--- src/slipf_pkg.sv ---
// ============================================================================
// slipf_pkg
// Shared types and constants for the SLIP framer with transmit FIFO.
// ============================================================================
package slipf_pkg;

    localparam int DEFAULT_FIFO_DEPTH = 64;

    // Command codes of an input item
    localparam logic [1:0] CMD_PAYLOAD = 2'd0;
    localparam logic [1:0] CMD_END     = 2'd1;
    localparam logic [1:0] CMD_TX      = 2'd2;

    // Result status codes
    localparam logic [1:0] ST_OK    = 2'd0;
    localparam logic [1:0] ST_RETRY = 2'd1;
    localparam logic [1:0] ST_ERROR = 2'd2;

    // Sink reply codes
    localparam logic [1:0] SINK_OK    = 2'd0;
    localparam logic [1:0] SINK_RETRY = 2'd1;

    // SLIP framing bytes
    localparam logic [7:0] CODE_END     = 8'hC0;
    localparam logic [7:0] CODE_ESC     = 8'hDB;
    localparam logic [7:0] CODE_ESC_END = 8'hDC;
    localparam logic [7:0] CODE_ESC_ESC = 8'hDD;

    // Per-item result flags, fill level travels separately (width follows depth)
    typedef struct packed {
        logic       accepted;
        logic [1:0] status;
        logic       tx_valid;
    } res_flags_t;

endpackage

--- src/slipf_if.sv ---
// ============================================================================
// slipf_if
// Valid/ready channels: command items in, result items out.
// ============================================================================
interface slipf_in_if;
    logic       valid;
    logic       ready;
    logic [1:0] cmd;
    logic [7:0] data_byte;
    logic [1:0] sink_status;

    modport source (output valid, cmd, data_byte, sink_status, input ready);
    modport sink   (input valid, cmd, data_byte, sink_status, output ready);
endinterface

interface slipf_out_if #(
    parameter int FILL_W = 7
);
    logic              valid;
    logic              ready;
    logic              accepted;
    logic [1:0]        status;
    logic              tx_valid;
    logic [7:0]        tx_byte;
    logic [FILL_W-1:0] fill_level;

    modport source (output valid, accepted, status, tx_valid, tx_byte, fill_level,
                    input ready);
    modport sink   (input valid, accepted, status, tx_valid, tx_byte, fill_level,
                    output ready);
endinterface

--- src/slipf_ram.sv ---
// ============================================================================
// slipf_ram
// FIFO byte store: one write port, one read port with registered data.
// ============================================================================
module slipf_ram #(
    parameter int FIFO_DEPTH = 64,
    parameter int PTR_W      = 6
) (
    input  logic             clk,
    input  logic             wr_en,
    input  logic [PTR_W-1:0] wr_addr,
    input  logic [7:0]       wr_data,
    input  logic             rd_en,
    input  logic [PTR_W-1:0] rd_addr,
    output logic [7:0]       rd_data
);

    logic [7:0] mem [FIFO_DEPTH];
    logic [7:0] rd_data_reg;

    always_ff @(posedge clk)
    begin
        if (wr_en)
        begin
            mem[wr_addr] <= wr_data;
        end
        if (rd_en)
        begin
            rd_data_reg <= mem[rd_addr];
        end
    end

    assign rd_data = rd_data_reg;

endmodule

--- src/slipf_ctrl.sv ---
// ============================================================================
// slipf_ctrl
// Framing decisions, FIFO pointers and count, owed-END flag, and the
// write sequencer that places the second and third byte of an item.
// ============================================================================
module slipf_ctrl
    import slipf_pkg::*;
#(
    parameter int FIFO_DEPTH = DEFAULT_FIFO_DEPTH,
    parameter int PTR_W      = $clog2(FIFO_DEPTH),
    parameter int CNT_W      = $clog2(FIFO_DEPTH + 1)
) (
    input  logic             clk,
    input  logic             rst_n,
    input  logic             take,
    input  logic [1:0]       cmd,
    input  logic [7:0]       data_byte,
    input  logic [1:0]       sink_status,
    output logic             busy,
    output res_flags_t       flags,
    output logic [CNT_W-1:0] fill,
    output logic             wr_en,
    output logic [PTR_W-1:0] wr_addr,
    output logic [7:0]       wr_data,
    output logic             rd_en,
    output logic [PTR_W-1:0] rd_addr
);

    localparam logic [CNT_W:0]   DEPTH_C = (CNT_W + 1)'(FIFO_DEPTH);
    localparam logic [PTR_W+1:0] DEPTH_P = (PTR_W + 2)'(FIFO_DEPTH);

    logic [PTR_W-1:0] rd_ptr_reg, rd_ptr_next;
    logic [PTR_W-1:0] wr_ptr_reg, wr_ptr_next;
    logic [CNT_W-1:0] count_reg, count_next;
    logic             end_owed_reg, end_owed_next;
    logic [1:0]       pend_cnt_reg, pend_cnt_next;
    logic [PTR_W-1:0] pend_addr_reg, pend_addr_next;
    logic [7:0]       pend0_reg, pend0_next;
    logic [7:0]       pend1_reg, pend1_next;

    logic             special;
    logic [7:0]       m0, m1;
    logic [1:0]       nmain;
    logic             full, owed_fits, fits;
    logic             push_owed, push_main, pop;
    logic [1:0]       npush;
    logic [7:0]       b0;
    logic [CNT_W:0]   need_sum;
    logic [PTR_W+1:0] wr_sum, wr1_sum, pend_sum, rd_sum;

    // Encoded bytes of the item itself
    always_comb
    begin
        special = (data_byte == CODE_END) || (data_byte == CODE_ESC);
        if (cmd == CMD_PAYLOAD)
        begin
            nmain = special ? 2'd2 : 2'd1;
            m0    = special ? CODE_ESC : data_byte;
            m1    = (data_byte == CODE_END) ? CODE_ESC_END : CODE_ESC_ESC;
        end
        else
        begin
            nmain = 2'd1;
            m0    = CODE_END;
            m1    = CODE_END;
        end
    end

    assign full      = (count_reg == CNT_W'(FIFO_DEPTH));
    assign owed_fits = !end_owed_reg || !full;
    assign need_sum  = {1'b0, count_reg} + (CNT_W + 1)'(end_owed_reg)
                       + (CNT_W + 1)'(nmain);
    assign fits      = (need_sum <= DEPTH_C);

    always_comb
    begin
        push_owed     = 1'b0;
        push_main     = 1'b0;
        pop           = 1'b0;
        end_owed_next = end_owed_reg;
        flags         = '{accepted: 1'b0, status: ST_OK, tx_valid: 1'b0};
        case (cmd)
            CMD_PAYLOAD, CMD_END:
            begin
                if (!owed_fits)
                begin
                    flags.status = ST_RETRY;
                end
                else
                begin
                    push_owed     = end_owed_reg;
                    end_owed_next = 1'b0;
                    if (fits)
                    begin
                        push_main      = 1'b1;
                        flags.accepted = 1'b1;
                    end
                    else
                    begin
                        flags.status = ST_RETRY;
                        if (cmd == CMD_END)
                        begin
                            end_owed_next = 1'b1;
                        end
                    end
                end
            end
            CMD_TX:
            begin
                if (count_reg != '0)
                begin
                    flags.tx_valid = 1'b1;
                    case (sink_status)
                        SINK_OK:    pop = 1'b1;
                        SINK_RETRY: flags.status = ST_RETRY;
                        default:    flags.status = ST_ERROR;
                    endcase
                end
            end
            default:
            begin
            end
        endcase
    end

    assign npush = 2'(push_owed) + (push_main ? nmain : 2'd0);
    assign b0    = push_owed ? CODE_END : m0;

    // Pointer arithmetic with wrap at the FIFO depth
    always_comb
    begin
        wr_sum = {2'b00, wr_ptr_reg} + (PTR_W + 2)'(npush);
        if (wr_sum >= DEPTH_P)
        begin
            wr_sum = wr_sum - DEPTH_P;
        end
        wr1_sum = {2'b00, wr_ptr_reg} + (PTR_W + 2)'(1);
        if (wr1_sum >= DEPTH_P)
        begin
            wr1_sum = wr1_sum - DEPTH_P;
        end
        pend_sum = {2'b00, pend_addr_reg} + (PTR_W + 2)'(1);
        if (pend_sum >= DEPTH_P)
        begin
            pend_sum = pend_sum - DEPTH_P;
        end
        rd_sum = {2'b00, rd_ptr_reg} + (PTR_W + 2)'(1);
        if (rd_sum >= DEPTH_P)
        begin
            rd_sum = rd_sum - DEPTH_P;
        end
    end

    always_comb
    begin
        rd_ptr_next    = rd_ptr_reg;
        wr_ptr_next    = wr_ptr_reg;
        count_next     = count_reg;
        pend_cnt_next  = pend_cnt_reg;
        pend_addr_next = pend_addr_reg;
        pend0_next     = pend0_reg;
        pend1_next     = pend1_reg;
        wr_en          = 1'b0;
        wr_addr        = wr_ptr_reg;
        wr_data        = b0;
        if (pend_cnt_reg != 2'd0)
        begin
            // Trailing bytes of the previous item, one a cycle
            wr_en          = 1'b1;
            wr_addr        = pend_addr_reg;
            wr_data        = pend0_reg;
            pend0_next     = pend1_reg;
            pend_addr_next = pend_sum[PTR_W-1:0];
            pend_cnt_next  = pend_cnt_reg - 2'd1;
        end
        else if (take)
        begin
            wr_en          = (npush != 2'd0);
            wr_ptr_next    = wr_sum[PTR_W-1:0];
            count_next     = count_reg + CNT_W'(npush) - CNT_W'(pop);
            pend_addr_next = wr1_sum[PTR_W-1:0];
            if (pop)
            begin
                rd_ptr_next = rd_sum[PTR_W-1:0];
            end
            if (push_owed && push_main)
            begin
                pend0_next    = m0;
                pend1_next    = m1;
                pend_cnt_next = nmain;
            end
            else if (push_main && nmain == 2'd2)
            begin
                pend0_next    = m1;
                pend_cnt_next = 2'd1;
            end
        end
    end

    always_ff @(posedge clk or negedge rst_n)
    begin
        if (!rst_n)
        begin
            rd_ptr_reg   <= '0;
            wr_ptr_reg   <= '0;
            count_reg    <= '0;
            end_owed_reg <= 1'b0;
            pend_cnt_reg <= 2'd0;
        end
        else
        begin
            rd_ptr_reg   <= rd_ptr_next;
            wr_ptr_reg   <= wr_ptr_next;
            count_reg    <= count_next;
            pend_cnt_reg <= pend_cnt_next;
            if (take)
            begin
                end_owed_reg <= end_owed_next;
            end
        end
    end

    always_ff @(posedge clk)
    begin
        pend_addr_reg <= pend_addr_next;
        pend0_reg     <= pend0_next;
        pend1_reg     <= pend1_next;
    end

    assign busy    = (pend_cnt_reg != 2'd0);
    assign fill    = count_next;
    assign rd_en   = take && (cmd == CMD_TX);
    assign rd_addr = rd_ptr_reg;

endmodule

--- src/slip_framer_with_tx_fifo.sv ---
// ============================================================================
// slip_framer_with_tx_fifo
// SLIP byte-stuffing framer in front of a ring transmit FIFO.
// ============================================================================
// Use:
//  cmd_ch carries one command item per handshake: a payload byte to frame,
//  an end-of-packet mark, or a transmit offer carrying the sink's reply.
//  res_ch returns exactly one result item per command item, in order:
//  accepted flag, status, offered head byte and FIFO fill level.
// Pipeline: the store read and the flags register load at the accepting
//  edge, the output register loads from them when it is free or being
//  emptied; res_ch shows the result once the output register holds it.
// Throughput: one item per cycle when an item writes at most one byte and
//  res_ch keeps draining. The store has a single write port, so each
//  further byte (the second byte of an escape, an owed END placed in
//  front) is written while cmd_ch.ready is held low.
// Stalls: a two-deep result pipeline sits between the store read and res_ch,
//  so one more item is taken while a finished result waits; beyond that
//  cmd_ch.ready drops until res_ch drains.
// Reset: pointers, fill count, owed-END flag and the pipeline clear at once;
//  store contents are left as they are and are never used before written.
// ============================================================================
module slip_framer_with_tx_fifo
    import slipf_pkg::*;
#(
    parameter int FIFO_DEPTH = DEFAULT_FIFO_DEPTH
) (
    input  logic       clk,
    input  logic       rst_n,
    slipf_in_if.sink   cmd_ch,
    slipf_out_if.source res_ch
);

    localparam int PTR_W = $clog2(FIFO_DEPTH);
    localparam int CNT_W = $clog2(FIFO_DEPTH + 1);

    logic             take;
    logic             busy;
    res_flags_t       flags;
    logic [CNT_W-1:0] fill;
    logic             wr_en, rd_en;
    logic [PTR_W-1:0] wr_addr, rd_addr;
    logic [7:0]       wr_data, rd_data;

    // Decision stage result, waiting for the store read
    logic             s1_valid_reg, s1_valid_next;
    res_flags_t       s1_flags_reg;
    logic [CNT_W-1:0] s1_fill_reg;
    logic             s1_adv;

    // Output register
    logic             out_valid_reg, out_valid_next;
    res_flags_t       out_flags_reg;
    logic [7:0]       out_byte_reg;
    logic [CNT_W-1:0] out_fill_reg;
    logic             out_load;

    slipf_ctrl #(
        .FIFO_DEPTH (FIFO_DEPTH),
        .PTR_W      (PTR_W),
        .CNT_W      (CNT_W)
    ) u_ctrl (
        .clk         (clk),
        .rst_n       (rst_n),
        .take        (take),
        .cmd         (cmd_ch.cmd),
        .data_byte   (cmd_ch.data_byte),
        .sink_status (cmd_ch.sink_status),
        .busy        (busy),
        .flags       (flags),
        .fill        (fill),
        .wr_en       (wr_en),
        .wr_addr     (wr_addr),
        .wr_data     (wr_data),
        .rd_en       (rd_en),
        .rd_addr     (rd_addr)
    );

    slipf_ram #(
        .FIFO_DEPTH (FIFO_DEPTH),
        .PTR_W      (PTR_W)
    ) u_ram (
        .clk     (clk),
        .wr_en   (wr_en),
        .wr_addr (wr_addr),
        .wr_data (wr_data),
        .rd_en   (rd_en),
        .rd_addr (rd_addr),
        .rd_data (rd_data)
    );

    // s1 moves on whenever the output register is free or being emptied
    assign s1_adv       = !out_valid_reg || res_ch.ready;
    assign cmd_ch.ready = !busy && (!s1_valid_reg || s1_adv);
    assign take         = cmd_ch.valid && cmd_ch.ready;
    assign out_load     = s1_valid_reg && s1_adv;

    always_comb
    begin
        s1_valid_next = s1_valid_reg;
        if (take)
        begin
            s1_valid_next = 1'b1;
        end
        else if (s1_adv)
        begin
            s1_valid_next = 1'b0;
        end

        out_valid_next = out_valid_reg;
        if (out_load)
        begin
            out_valid_next = 1'b1;
        end
        else if (res_ch.ready)
        begin
            out_valid_next = 1'b0;
        end
    end

    always_ff @(posedge clk or negedge rst_n)
    begin
        if (!rst_n)
        begin
            s1_valid_reg  <= 1'b0;
            out_valid_reg <= 1'b0;
        end
        else
        begin
            s1_valid_reg  <= s1_valid_next;
            out_valid_reg <= out_valid_next;
        end
    end

    always_ff @(posedge clk)
    begin
        if (take)
        begin
            s1_flags_reg <= flags;
            s1_fill_reg  <= fill;
        end
        if (out_load)
        begin
            out_flags_reg <= s1_flags_reg;
            out_fill_reg  <= s1_fill_reg;
            // store read data is only meaningful for an offer
            out_byte_reg  <= s1_flags_reg.tx_valid ? rd_data : 8'h00;
        end
    end

    assign res_ch.valid      = out_valid_reg;
    assign res_ch.accepted   = out_flags_reg.accepted;
    assign res_ch.status     = out_flags_reg.status;
    assign res_ch.tx_valid   = out_flags_reg.tx_valid;
    assign res_ch.tx_byte    = out_byte_reg;
    assign res_ch.fill_level = out_fill_reg;

`ifndef SYNTHESIS
    a_fill_bound: assert property (@(posedge clk) disable iff (!rst_n)
        fill <= CNT_W'(FIFO_DEPTH))
        else $error("fill count beyond FIFO depth");

    a_s1_held: assert property (@(posedge clk) disable iff (!rst_n)
        s1_valid_reg && out_valid_reg && !res_ch.ready |=> s1_valid_reg)
        else $error("pending result dropped under stall");

    a_accept_ok: assert property (@(posedge clk) disable iff (!rst_n)
        res_ch.valid && res_ch.accepted |-> res_ch.status == ST_OK && !res_ch.tx_valid)
        else $error("accepted result with bad status or offer");
`endif

endmodule
--- src/flat_wrapper.sv ---
// flat-port wrapper written by rule: the top's interface ports become plain ports
module slip_framer_with_tx_fifo_flat import slipf_pkg::*;
#(
    parameter int FIFO_DEPTH = DEFAULT_FIFO_DEPTH
)
  (clk, rst_n, cmd_ch_valid, cmd_ch_cmd, cmd_ch_data_byte, cmd_ch_sink_status, cmd_ch_ready, res_ch_valid, res_ch_accepted, res_ch_status, res_ch_tx_valid, res_ch_tx_byte, res_ch_fill_level, res_ch_ready);
  slipf_in_if cmd_ch_i ();
  slipf_out_if res_ch_i ();
  input  logic clk;
  input  logic rst_n;
  input wire logic [$bits(cmd_ch_i.valid)-1:0] cmd_ch_valid;
  input wire logic [$bits(cmd_ch_i.cmd)-1:0] cmd_ch_cmd;
  input wire logic [$bits(cmd_ch_i.data_byte)-1:0] cmd_ch_data_byte;
  input wire logic [$bits(cmd_ch_i.sink_status)-1:0] cmd_ch_sink_status;
  output wire logic [$bits(cmd_ch_i.ready)-1:0] cmd_ch_ready;
  output wire logic [$bits(res_ch_i.valid)-1:0] res_ch_valid;
  output wire logic [$bits(res_ch_i.accepted)-1:0] res_ch_accepted;
  output wire logic [$bits(res_ch_i.status)-1:0] res_ch_status;
  output wire logic [$bits(res_ch_i.tx_valid)-1:0] res_ch_tx_valid;
  output wire logic [$bits(res_ch_i.tx_byte)-1:0] res_ch_tx_byte;
  output wire logic [$bits(res_ch_i.fill_level)-1:0] res_ch_fill_level;
  input wire logic [$bits(res_ch_i.ready)-1:0] res_ch_ready;
  assign cmd_ch_i.valid = cmd_ch_valid;
  assign cmd_ch_i.cmd = cmd_ch_cmd;
  assign cmd_ch_i.data_byte = cmd_ch_data_byte;
  assign cmd_ch_i.sink_status = cmd_ch_sink_status;
  assign cmd_ch_ready = cmd_ch_i.ready;
  assign res_ch_valid = res_ch_i.valid;
  assign res_ch_accepted = res_ch_i.accepted;
  assign res_ch_status = res_ch_i.status;
  assign res_ch_tx_valid = res_ch_i.tx_valid;
  assign res_ch_tx_byte = res_ch_i.tx_byte;
  assign res_ch_fill_level = res_ch_i.fill_level;
  assign res_ch_i.ready = res_ch_ready;
  slip_framer_with_tx_fifo #(.FIFO_DEPTH(FIFO_DEPTH)) u_core (.clk(clk), .rst_n(rst_n), .cmd_ch(cmd_ch_i), .res_ch(res_ch_i));
endmodule
--- config.mk ---
export PLATFORM = sky130hd
export DESIGN_NAME = slip_framer_with_tx_fifo_flat
export DESIGN_NICKNAME = d
export VERILOG_FILES = /design/src/slipf_pkg.sv /design/src/slipf_if.sv /design/src/slipf_ram.sv /design/src/slipf_ctrl.sv /design/src/slip_framer_with_tx_fifo.sv /design/src/flat_wrapper.sv
export SDC_FILE = /design/constraint.sdc
export NUM_CORES = 1
export LEC_CHECK = 0
export BUFFER_PORTS_ARGS = -buffer_cell sky130_fd_sc_hd__buf_2
export CORE_UTILIZATION = 25
export DETAILED_ROUTE_END_ITERATION = 8
export GPL_ROUTABILITY_DRIVEN = 1
export PLACE_DENSITY_LB_ADDON = 0.3
export SLEW_MARGIN = 10
export SYNTH_ARGS = -nofsm -noshare
export SYNTH_HDL_FRONTEND = slang
export SYNTH_SLANG_ARGS = --single-unit
--- constraint.sdc ---
create_clock -name clk -period 6.2 [get_ports clk]
set_clock_uncertainty 0.15 [all_clocks]
set_input_delay 0.31 -clock clk [delete_from_list [all_inputs] [get_ports clk]]
set_output_delay 0.31 -clock clk [all_outputs]
set_load 0.01 [all_outputs]
======== Word level (Yosys, flattened, before mapping) ========
Memories as Yosys holds them, arrays and structs flattened. A register that Yosys moved wholly into a read port is not among the register bits.
Index checks and enable logic that the tools add are counted.
operators by class
  add/sub/neg operators ................... 14
  bitwise operators ....................... 1
  reductions and logical operators ........ 30
  $lt $le $gt $ge ......................... 5
  equal/unequal tests ..................... 7
  muxes and demuxes ....................... 49
operator list
  cell                 count
  $mux 8               8
  $mux 6               7
  $ge 7x7->1 const B   4
  $sub 6x1->6 const B  4
  $add 6x1->7 const B  3
  $mux 1               21
  $eq 8x8->1 const B   2
  $mux 2               7
  $mux 7               2
  $reduce_bool 2->1    5
  $reduce_and 3->1     3
  $add 7x1->8          1
  $add 8x2->8          1
  $le 8x7->1 const B   1
  $pmux 2 s2           2
  $add 6x2->7          1
  $add 7x2->7          1
  $eq 7x7->1 const B   1
  $reduce_bool 7->1    1
  $sub 7x1->7          1
  $logic_and 1x1->1    6
  $logic_not 1->1      5
  $mux 5               1
  $eq 2x1->1 const B   2
  10 further kinds     16
word-level totals
  memories kept ........................... 1
  memory bits (writable) .................. 512
  flip-flop bits (word level) ............. 76
memory list
  memory            depth  width  rd ports  clocked after memory_dff  write ports  line             RTL
  u_core.u_ram.mem  64     8      1         1                         1            slipf_ram.sv:18  logic [7:0] mem [FIFO_DEPTH];

======== Longest topological paths before layout ========
Gate-level depths: netlist (run 1).
  word-level depth ........................ 16
  depth in mapped cells ................... 25

======== Modules after synthesis ========
From an unflattened synthesis (run 1), not the netlist that was laid out.
second synthesis, totals
  cells, all modules ...................... 1,255
  area total of the unflattened synthesis .. 23,881.7 sq um
modules (own cells, without submodules)
  module                    instances  area an instance (sq um)  cells an instance
  slipf_ram                 1          20,246.9                  940
  slipf_ctrl                1          2,586.2                   267
  slip_framer_with_tx_fifo  1          1,048.5                   48

======== Worst setup path after synthesis (run 1) ========
No wires, ideal clock.
  path kind ............................... input to register
  start ................................... input port cmd_ch_data_byte[1]
  end ..................................... memory u_core.u_ram.mem[15][0], enable pin
  path slack .............................. 0.243 ns
  data required time ...................... 5.655 ns
  cell stages on the path ................. 18
  arrival ................................. 5.412 ns
  buffers on the path ..................... 3
  path through ............................ nor4_2 -> o21ai_1 -> nor3_1 -> fa_1 -> inv_1 -> fa_1 -> nor3_1 -> a31oi_1 -> o31a_1 -> buf_4 -> buf_2 -> nor4_1 -> ha_1 -> nor4_4 -> and4_1 -> a211o_2 -> buf_4 -> nor4_1
on the way
  word-level cells in the longest chain between the ends .. 16
  elaborated cells on any way between the ends .. 17
RTL lines
  item                              line                RTL
  start, declared                   flat_wrapper.sv:13  input wire logic [$bits(cmd_ch_i.data_byte)-1:0] cmd_ch_data_byte;
  $eq 8x8->1                        slipf_ctrl.sv:54    special = (data_byte == CODE_END) || (data_byte == CODE_ESC);
  $logic_or 1x1->1 (*)              slipf_ctrl.sv:54
  $mux 2 (*)                        slipf_ctrl.sv:57    nmain = special ? 2'd2 : 2'd1;
  $mux 2 (*)                        slipf_ctrl.sv:55    if (cmd == CMD_PAYLOAD)
  $add 8x2->8                       slipf_ctrl.sv:72    + (CNT_W + 1)'(nmain);
  $le 8x7->1                        slipf_ctrl.sv:73    assign fits = (need_sum <= DEPTH_C);
  $mux 1                            slipf_ctrl.sv:93    if (fits)
  $mux 1                            slipf_ctrl.sv:85    if (!owed_fits)
  $mux 1                            n/a
  $mux 2 (*)                        slipf_ctrl.sv:126   assign npush = 2'(push_owed) + (push_main ? nmain : 2'd0);
  $add 1x2->2 (*)                   slipf_ctrl.sv:126
  $reduce_bool 2->1 (*)             slipf_ctrl.sv:178   wr_en = (npush != 2'd0);
  $mux 1 (*)                        slipf_ctrl.sv:176   else if (take)
  $mux 1 (*)                        slipf_ctrl.sv:166   if (pend_cnt_reg != 2'd0)
  $mux 1 (*)                        slipf_ram.sv:23     if (wr_en)
  $mux 1 (not written as such) (*)  slipf_ram.sv:25     mem[wr_addr] <= wr_data;
  end, declared                     slipf_ram.sv:18
Every way passes the cells marked *; elsewhere a longest branch is shown, timed or not.

======== Worst setup path after layout (run 1) ========
  start ................................... input port cmd_ch_data_byte[5]
  end ..................................... memory u_core.u_ram.mem[6][7], enable pin
The elaborated chain is that of the path after synthesis.

==> results.ini, run 1 <==
[logic_synthesis]
synth_seq_area_share=0.735
synthesis.nets=1290
synth_edf_count=566
ys_top_cells_by_area=edfxtp_1 (71%), mux4_2 (12%), dfrtp_1 (2.5%)
synth_compound_area_frac=0.0377
synth_fa_ha_area_frac=0.0138
synth_ff_type=edfxtp_1
synth_xor_area_frac=0.00805
syn_inst=1250
ys_seq_elements=590
yosysWarningCount=0
synth_top_family_by_area=multiplexers
synthArstFlopShare=0.0407
synth_mux_area_frac=0.133
ys_types=62
synthSimpleGateAreaFrac=0.0547
synthesis.area_um2=23900
yosysTopAreaCellShare=0.710
syn_avg_cell_area_um2=19.1
synth_top_area_cell=edfxtp_1

[grt]
gr-usage-all-layers=0.118
grt_max_degree=65
overflow=0
grt_pass1_wl_um=85300
antenna_found_initial=0
grt_pass1_vias=12400

[finish]
area_growth_pct=16.6
fillCellCount=9232
fin_cells=2644
num_antenna_cells=0
largest-register=u_core.u_ram.mem
largest_register_ff_count=512
final_net_count=1369
fin_area_um2=27900
drive_above_1_share=0.251
final_core_util=0.294

[timing]
rsz0062_at_grt=false
period_minus_slack_ns=5.74
fmax_ghz=0.174
slew_headroom=0.186
finalMaxSlewViolations=0
setup_viol_count_final=0
period_share=0.926
whs_ns=0.0530
tns_ns=0
hold_viol=0
setup_ws_ns=0.456
worstMarginPinSlew_ns=1.21

[power_and_ir_drop]
total_power_mw=11.1
power.switching_mw=3.23
p_per_area_nw_per_um2=399
leakage_nw=8.68
p_clk_frac=0.332
pwr-share-comb=0.229
p_int_mw=7.89
p_sw_frac=0.291
seqPwrFrac=0.439
vdd_ir_drop_max_mv=0.242

[detailed_routing]
dr.pass1.iters=5
drt-met1-wl_um=25500
vias=11900
route.met2.wl_um=28000
via_per_inst=4.50
post-route-drc-count=0
wire_per_inst_um=21.7
antenna_left=0
wl_met3_um=2580
wl_um=57400
top_layer=met4
drt_iter0_drc=995

[placed_design]
dp_cells=2518
placed_cell_area_um2=25700
dp_hpwl_um=35700
pre_cts_ws_ns=0.233
portBuffers=36
globalplace.congestion=0.783

[die]
io_pins=37
fp.dieW_um=311
fp-row-count=113
coreArea_um2=94900
fp.dieArea_um2=96900
die_h_um=311
initial_core_util=0.252

[cts]
clockBufferDepth=3
cts_tree=done
cts_buffers=61
clk_latency_ns=0.63
path_clk_slew_ns=0.06
cts.sinks=590
htree_levels=2
root_buffer=clkbuf_16

[setup_path]
startpoint_type=input port
cp-end-kind=flip-flop
crit_required_ns=6.29
critPathArrivalTime_ns=5.84
worstSetupPathType=input port to flip-flop
crit_fanout=17

[run_status]
outcome=completed

[job]
maxCapViolations=0

[hold_path]
hp-class=input port to flip-flop

cell type report:
class                   count  area (um^2)  share of cell area
flip-flops and latches    590        17600               0.631
multi-input cells         575         6010               0.215
well taps                1265         1580              0.0567
clock buffers              72         1580              0.0566
repair buffers             80          588              0.0211
clock inverters            41          449              0.0161
inverters                  21         78.8             0.00283
critical path, cell delays in order:
cell	delay [ns]
dlygate4sd3_1	0.54
buf_2	0.14
and4bb_2	0.34
o21ai_1	0.15
nor3_1	0.29
fa_1	0.25
inv_1	0.06
fa_1	0.44
nor3_1	0.22
a31oi_1	0.07
o31a_1	0.31
nor4_1	0.32
ha_1	0.36
nor4_4	0.06
and4_1	0.21
a211o_2	0.45
nor4_2	0.31
mux2i_4	0.27
nor2_1	0.72
per-layer routing:
metal / GRT usage / vias to the layer above
li1: - / 5249
met4: 0.0319 / 0
met2: 0.195 / 312
met1: 0.160 / 6260
met3: 0.0176 / 86
met5: 0 / -
kinds of logic (layout without fill, tap and decap cells):
logic type / Yosys count / count (layout)
adder cells (fa/ha/maj): 24 / 24
buffers and inverters: 85 / 214
multiplexers: 149 / 149
AO/OA/AOI/OAI: 141 / 141
XOR/XNOR: 22 / 22
flip-flops: 590 / 590
AND/OR/NAND/NOR: 239 / 239
placed cells by master, fill, tap and decap left out, drive strengths merged, types with 11 or more instances in the layout:
| master | instances |
|---|---|
| clkinv | 22 |
| inv | 23 |
| dlygate4sd3 | 11 |
| a21oi | 42 |
| nor4 | 19 |
| mux2i | 15 |
| buf | 69 |
| xnor2 | 15 |
| o21ai | 25 |
| nor3 | 23 |
| a22oi | 52 |
| mux4 | 128 |
| edfxtp | 566 |
| nand2b | 11 |
| clkbuf | 72 |
| ha | 20 |
| and2 | 13 |
| nand2 | 49 |
| nand3 | 11 |
| dfrtp | 24 |
| nor2 | 73 |
cell usage after synthesis, types with 13 or more instances:
| cell type | count |
|---|---|
| dfrtp_1 | 24 |
| nor4_1 | 13 |
| mux4_2 | 128 |
| nor2_1 | 71 |
| a21oi_1 | 42 |
| xnor2_1 | 15 |
| and2_1 | 13 |
| clkbuf_1 | 26 |
| ha_1 | 20 |
| nor3_1 | 13 |
| nand2_1 | 49 |
| a22oi_1 | 52 |
| inv_1 | 20 |
| edfxtp_1 | 566 |
| o21ai_0 | 24 |
| buf_2 | 15 |
power groups by stage:
stage / registers [mW] / logic, mW / clock network, mW
finish: 4.88 / 2.55 / 3.69
global route: 4.92 / 2.76 / 3.90
CTS: 4.89 / 2.59 / 3.77
detailed placement: 4.97 / 2.58 / 0
global placement: 4.97 / 2.57 / 0
floorplan: 4.80 / 1.92 / 0
timing repair:
| item | 4_1_cts | 5_1_grt |
|---|---|---|
| endpoints found under the setup margin | 0 | 220 |
| hold buffers | 11 | 0 |
| endpoints found under the hold margin | 43 | 0 |
| gates resized for setup | 0 | 0 |
| setup buffers | 0 | 2 |
path summary, 6_finish.rpt:
| path | start | endpoint | slack (ns) | cells after the start |
|---|---|---|---|---|
| min in group asynchronous | rst_n | u_core.u_ctrl.rd_addr[2] | 0.08 | 2 |
| max in group asynchronous | rst_n | u_core.u_ctrl.rd_addr[0] | 5.37 | 2 |
| max | cmd_ch_data_byte[5] | u_core.u_ram.mem[6][7] | 0.46 | 19 |
| min | cmd_ch_cmd[1] | u_core.u_ctrl.pend1_reg[0] | 0.05 | 3 |
| min reg2reg | u_core.s1_flags_reg[2] | u_core.res_ch.status[1] | 0.27 | 0 |
| max reg2reg | u_core.u_ctrl.end_owed_reg | u_core.u_ram.mem[6][7] | 1.02 | 15 |
Note: power is estimated with default switching activity, not from simulation.
==> inputs of run 2 (changes only) <==
Settings changed: ABC_AREA set to 1, ABC_CLOCK_PERIOD_IN_PS set to 6200.
==> results.ini, run 2 <==
[cts]
cts_tree=done
root_buffer=clkbuf_16
cts_setup_buffers=0  ; unchanged
htree_levels=2  ; unchanged
path_clk_slew_ns=0.06  ; about the same
cts_buffers=58  ; -4.9%
clk_latency_ns=0.62  ; about the same
cts.sinks=590  ; unchanged
cts_resized=0  ; unchanged
clockBufferDepth=3  ; unchanged
cts_hold_buf=14  ; +3

[setup_path]
worstSetupPathType=input port to flip-flop
cpPeakStageDelay_ns=0.54  ; -0.18 ns
r2r-start=u_core.u_ctrl.count_reg[0]
cp-end-kind=flip-flop
r2r_cells=27  ; +12
critPathArrivalTime_ns=5.46  ; -0.38 ns
r2r_slack_ns=1.60  ; +0.58 ns
critPathTopFamily=adder cells
path_buf_inv=6  ; +3
startpoint_type=input port
crit_fanout=9  ; -8
cpMostUsedCell=nor2_1
worst_r2r_endpoint=u_core.s1_fill_reg[6]
crit_required_ns=6.40  ; +0.11 ns
critPathSlowestCell=dlygate4sd3_1

[power_and_ir_drop]
p_per_area_nw_per_um2=460  ; +15%
p_clk_frac=0.277  ; -0.055
pwr-share-comb=0.327  ; +0.098
p_int_mw=8.04  ; +2.0%
vdd_ir_drop_max_mv=0.260  ; +7.3%
total_power_mw=12.9  ; +16%
seqPwrFrac=0.396  ; -0.043
power.switching_mw=4.87  ; +51%
leakage_nw=9.16  ; +5.5%
p_sw_frac=0.377  ; +0.0863

[logic_synthesis]
synth_top_area_cell=edfxtp_1
syn_inst=1969  ; +58%
synth_ff_type=edfxtp_1
yosysMostFrequentCell=edfxtp_1
yosysWarningCount=0  ; unchanged
synthArstFlopShare=0.0407  ; unchanged
synth_edf_count=566  ; unchanged
synth_commonest_cells=edfxtp_1 (566), nor2_1 (370), o21ai_0 (268), nand2_1 (229), clkbuf_1 (86)
synthesis.area_um2=24400  ; +2.1%
ys_top_cells_by_area=edfxtp_1 (70%), nor2_1 (5.7%), o21ai_0 (5.5%)
synthesis.nets=2009  ; +56%
ys_types=43  ; -31%
ys_seq_elements=590  ; unchanged
yosysTopAreaCellShare=0.696  ; -0.0143
syn_avg_cell_area_um2=12.4  ; -35%
synth_seq_area_share=0.721  ; -0.0148

[finish]
fillCellCount=9809  ; +6.3%
fin_cells=3315  ; +25%
drive_above_1_share=0.0971  ; -0.154
final_common_cell=edfxtp_1
largest-register=u_core.u_ram.mem
final_net_count=2033  ; +49%
num_antenna_cells=0  ; unchanged
area_growth_pct=15.0
largest_register_ff_count=512  ; unchanged
final_cell_mix=edfxtp_1 (566), nor2_1 (369), o21ai_0 (263), nand2_1 (229), o22ai_1 (79)

[timing]
rsz0062_at_grt=false
worstMarginPinSlew_ns=1.20  ; -0.0139 ns
setup_viol_count_final=0  ; unchanged
slew_headroom=0.199  ; +0.0130
period_minus_slack_ns=5.26  ; -0.482 ns
finalMaxSlewViolations=0  ; unchanged
tns_ns=0  ; unchanged
hold_viol=0  ; unchanged
fmax_ghz=0.190  ; +9.2%
period_share=0.849  ; -0.0778

[detailed_routing]
antenna_left=0  ; unchanged
dr.pass1.iters=5  ; unchanged
drt_iter0_drc=1462  ; +47%
vias=15600  ; +31%
via_per_inst=4.70  ; +4.3%
post-route-drc-count=0  ; unchanged
wire_per_inst_um=19.5  ; -10%
wl_um=64500  ; +12%

[grt]
grt_pass1_vias=15300  ; +24%
overflow=0  ; unchanged
antenna_found_initial=0  ; unchanged
grt_pass1_wl_um=98100  ; +15%
gr-usage-all-layers=0.129  ; +0.0116
grt_max_degree=147  ; +130%

[placed_design]
dp_hpwl_um=39800  ; +12%
dp_cells=3195  ; +27%
portBuffers=36  ; unchanged
globalplace.congestion=0.887  ; +13%

[die]
die_h_um=315  ; +1.0%
fp.dieW_um=315  ; +1.0%
coreArea_um2=96700  ; +1.9%
io_pins=37  ; unchanged
fp-row-count=114  ; +0.88%
fp.dieArea_um2=98900  ; +2.0%
initial_core_util=0.252  ; +0.000291

[hold_path]
hp-class=input port to async pin

[run_status]
outcome=completed

[job]
maxCapViolations=0  ; unchanged

==> run 2: kinds of logic after synthesis <==
family          Yosys count  synth area share
flops                   590             0.721
buf+inv                 181            0.0310
fa+ha+maj                24            0.0135
compound gates          441             0.106
xor+xnor                 16           0.00574
simple gates            717             0.123
==> run 2: per-layer routing <==
layer	global-route usage	vias up	share of wire
li1	-	7219	-
met1	0.182	7773	0.45
met2	0.206	498	0.47
met3	0.0215	82	0.058
met4	0.0350	0	0.023
met5	0	-	0
==> run 2: cell type report <==
class	instances	area, um^2	area share
Clock buffer	72	1520	0.0543
Clock inverter	34	398	0.0142
Inverter	67	262	0.00931
Multi-Input combinational cell	1198	6150	0.219
Sequential cell	590	17600	0.627
Tap cell	1276	1600	0.0569
Timing Repair Buffer	78	543	0.0193
==> run 2: worst max-delay path by stage <==
stage,from,to,slack [ns],depth (start not counted)
3_5_place_dp,cmd_ch_cmd[1],u_core.s1_fill_reg[6],0.86,30
5_1_grt,cmd_ch_cmd[1],u_core.s1_fill_reg[6],0.47,31
3_3_place_gp,cmd_ch_cmd[1],u_core.s1_fill_reg[6],0.95,30
4_1_cts,cmd_ch_cmd[1],u_core.s1_fill_reg[6],0.98,31
6_report,cmd_ch_cmd[1],u_core.s1_fill_reg[6],0.94,31
2_1_floorplan,u_core.u_ctrl.count_reg[2],u_core.u_ram.mem[0][0],1.51,10
==> run 2: stage by stage <==
step                worst slack (ns)   util  cell area [um^2]  hold WS [ns]
floorplan                       1.51      -             24400        -0.136
global placement               0.955  0.269             26000         0.235
detailed placement             0.861  0.269             26000         0.240
CTS                            0.984  0.290             28100        0.0970
global route                   0.469  0.290             28100         0.161
finish                         0.939  0.290             28100         0.107
==> run 2: power groups by stage <==
| stage | combinational, mW | clock [mW] | sequential, mW |
|---|---|---|---|
| 2_1_floorplan | 2.78 | 0 | 5.06 |
| 3_3_place_gp | 4.20 | 0 | 5.19 |
| 3_5_place_dp | 4.22 | 0 | 5.20 |
| 4_1_cts | 4.24 | 3.65 | 5.11 |
| 5_1_grt | 4.64 | 3.78 | 5.15 |
| 6_report | 4.23 | 3.57 | 5.11 |
==> inputs of run 3 (changes only) <==
Settings changed: ABC_CLOCK_PERIOD_IN_PS 6200 to 4400.
Clock period 6.2 ns to 4.4 ns, I/O delays scaled along.
==> results.ini, run 3 (same netlist as run 2, synthesis figures left out) <==
[grt]
grt_pass1_wl_um=98800  ; +0.66%
overflow=0  ; unchanged
gr-usage-all-layers=0.131  ; +0.00206
grt_max_degree=199  ; +35%
grt_pass1_vias=15400  ; +0.29%
antenna_found_initial=0  ; unchanged

[setup_path]
critPathArrivalTime_ns=4.47  ; -0.99 ns
startpoint_type=flip-flop
worstSetupPathType=flip-flop to flip-flop
crit_fanout=2  ; -7
cpMostUsedCell=nand2_2
crit_required_ns=4.61  ; -1.79 ns
cpPeakStageDelay_ns=0.42  ; -0.12 ns
cp-end-kind=flip-flop
critPathSlowestCell=fa_2

[placed_design]
dp_hpwl_um=38400  ; -3.4%
dp_cells=3232  ; +1.2%
portBuffers=36  ; unchanged
globalplace.congestion=0.891  ; +0.50%

[finish]
final_core_util=0.295  ; +0.00488
fillCellCount=9789  ; -0.20%
largest_register_ff_count=512  ; unchanged
largest-register=u_core.u_ram.mem
multi_input_area_um2=6260  ; +1.8%
fin_cells=3361  ; +1.4%
regArea_um2=17600  ; unchanged
num_antenna_cells=0  ; unchanged
area_growth_pct=16.9
drive_above_1_share=0.128  ; +0.0305
final_net_count=2078  ; +2.2%
final_common_cell=edfxtp_1
final_cell_mix=edfxtp_1 (566), nor2_1 (366), o21ai_0 (262), nand2_1 (224), o22ai_1 (79)

[timing]
hold_viol=0  ; unchanged
fmax_ghz=0.235
period_share=0.969
finalMaxSlewViolations=0  ; unchanged
rsz0062_at_grt=true
period_minus_slack_ns=4.26
slew_headroom=0.282  ; +0.0833
setup_viol_count_final=0  ; unchanged
worstMarginPinSlew_ns=1.08  ; -0.122 ns

[cts]
cts.sinks=590  ; unchanged
path_clk_slew_ns=0.06  ; about the same
cts_buffers=58  ; unchanged
htree_levels=2  ; unchanged
clk_latency_ns=0.62  ; about the same
root_buffer=clkbuf_16
clockBufferDepth=3  ; unchanged
cts_tree=done

[detailed_routing]
post-route-drc-count=0  ; unchanged
dr.pass1.iters=5  ; unchanged
via_per_inst=4.67  ; -0.58%
wire_per_inst_um=19.5  ; +0.24%
vias=15700  ; +0.80%
drt_iter0_drc=1258  ; -14%
antenna_left=0  ; unchanged
wl_um=65600  ; +1.6%

[die]
fp.dieArea_um2=98900  ; unchanged
io_pins=37  ; unchanged
initial_core_util=0.252  ; unchanged
coreArea_um2=96700  ; unchanged
die_h_um=315  ; unchanged
fp.dieW_um=315  ; unchanged
fp-row-count=114  ; unchanged

[power_and_ir_drop]
seqPwrFrac=0.382  ; -0.014
leakage_nw=9.37  ; +2.3%
pwr-share-comb=0.354  ; +0.027
p_sw_frac=0.379  ; +0.00163
vdd_ir_drop_max_mv=0.565  ; +120%
p_int_mw=11.5  ; +43%
power.switching_mw=6.99  ; +44%
p_clk_frac=0.264  ; -0.013
p_per_area_nw_per_um2=646  ; +41%

[job]
maxCapViolations=0  ; unchanged

[hold_path]
hp-class=input port to async pin

[run_status]
outcome=completed

run 3: final timing paths:
kind                                            start                          end  slack (ns)  cells past startpoint
max in group asynchronous                       rst_n     u_core.u_ctrl.rd_addr[1]        3.56                      2
min                                             rst_n   u_core.u_ctrl.end_owed_reg        0.02                      2
min reg2reg                     u_core.s1_fill_reg[3]  u_core.res_ch.fill_level[3]        0.27                      0
max reg2reg                u_core.u_ctrl.end_owed_reg        u_core.s1_fill_reg[6]        0.14                     27
max                        u_core.u_ctrl.end_owed_reg        u_core.s1_fill_reg[6]        0.14                     27
min in group clk                        cmd_ch_cmd[1]   u_core.u_ctrl.pend0_reg[2]        0.05                      5
run 3: repair_timing:
item | 4_1_cts | 5_1_grt
endpoints found under the hold margin | 40 | 0
buffers inserted | 0 | 7
pin swaps | 1 | 19
resized for setup | 4 | 29
hold buffers | 15 | 0
setup endpoints to repair | 1 | 340
run 3: area by class of cell:
cell class              instances  share of cell area
well taps                    1276              0.0559
flip-flops and latches        590               0.617
clock buffers                  74              0.0540
inverters                      67             0.00925
clock inverters                33              0.0104
repair buffers                123              0.0344
multi-input cells            1198               0.219
run 3: per-layer routing:
layer  GRT usage  vias up  part of all wire  wire length (um)
met4      0.0407        0             0.028              1820
met2       0.209      459              0.47             30700
met3      0.0186      106             0.049              3210
met5           0        -                 0                 0
li1            -     7293                 -                 -
met1       0.185     7838              0.45             29800
run 3: power groups by stage:
stage	registers [mW]	clock network, mW	logic [mW]
finish	7.05	4.87	6.54
global placement	7.15	0	6.29
detailed placement	7.16	0	6.36
CTS	7.04	4.97	6.40
floorplan	7.13	0	3.92
global route	7.08	5.18	7.14
run 3: critical path, delay by kind of cell (launching register included):
| kind | cells | cell delay (ns) |
|---|---|---|
| adder cells (fa/ha/maj) | 5 | 1.63 |
| AND/OR/NAND/NOR | 14 | 1.29 |
| flip-flops | 1 | 0.36 |
| buffers and inverters | 5 | 0.29 |
| AO/OA/AOI/OAI | 2 | 0.15 |
| XOR/XNOR | 1 | 0.13 |
run 3: per-stage QoR:
stage | setup TNS [ns] | instance area, um^2 | hold slack (ns) | setup WS [ns] | total power, mW
floorplan | -94.26 | 24400 | -0.226 | -0.294 | 11.1
global placement | -0.778 | 26400 | 0.148 | -0.356 | 13.4
detailed placement | -8.76 | 26400 | 0.162 | -0.430 | 13.5
CTS | 0 | 28400 | 0.0131 | 0.00503 | 18.4
global route | -0.203 | 28500 | 0.0624 | -0.127 | 19.4
finish | 0 | 28500 | 0.0229 | 0.137 | 18.5
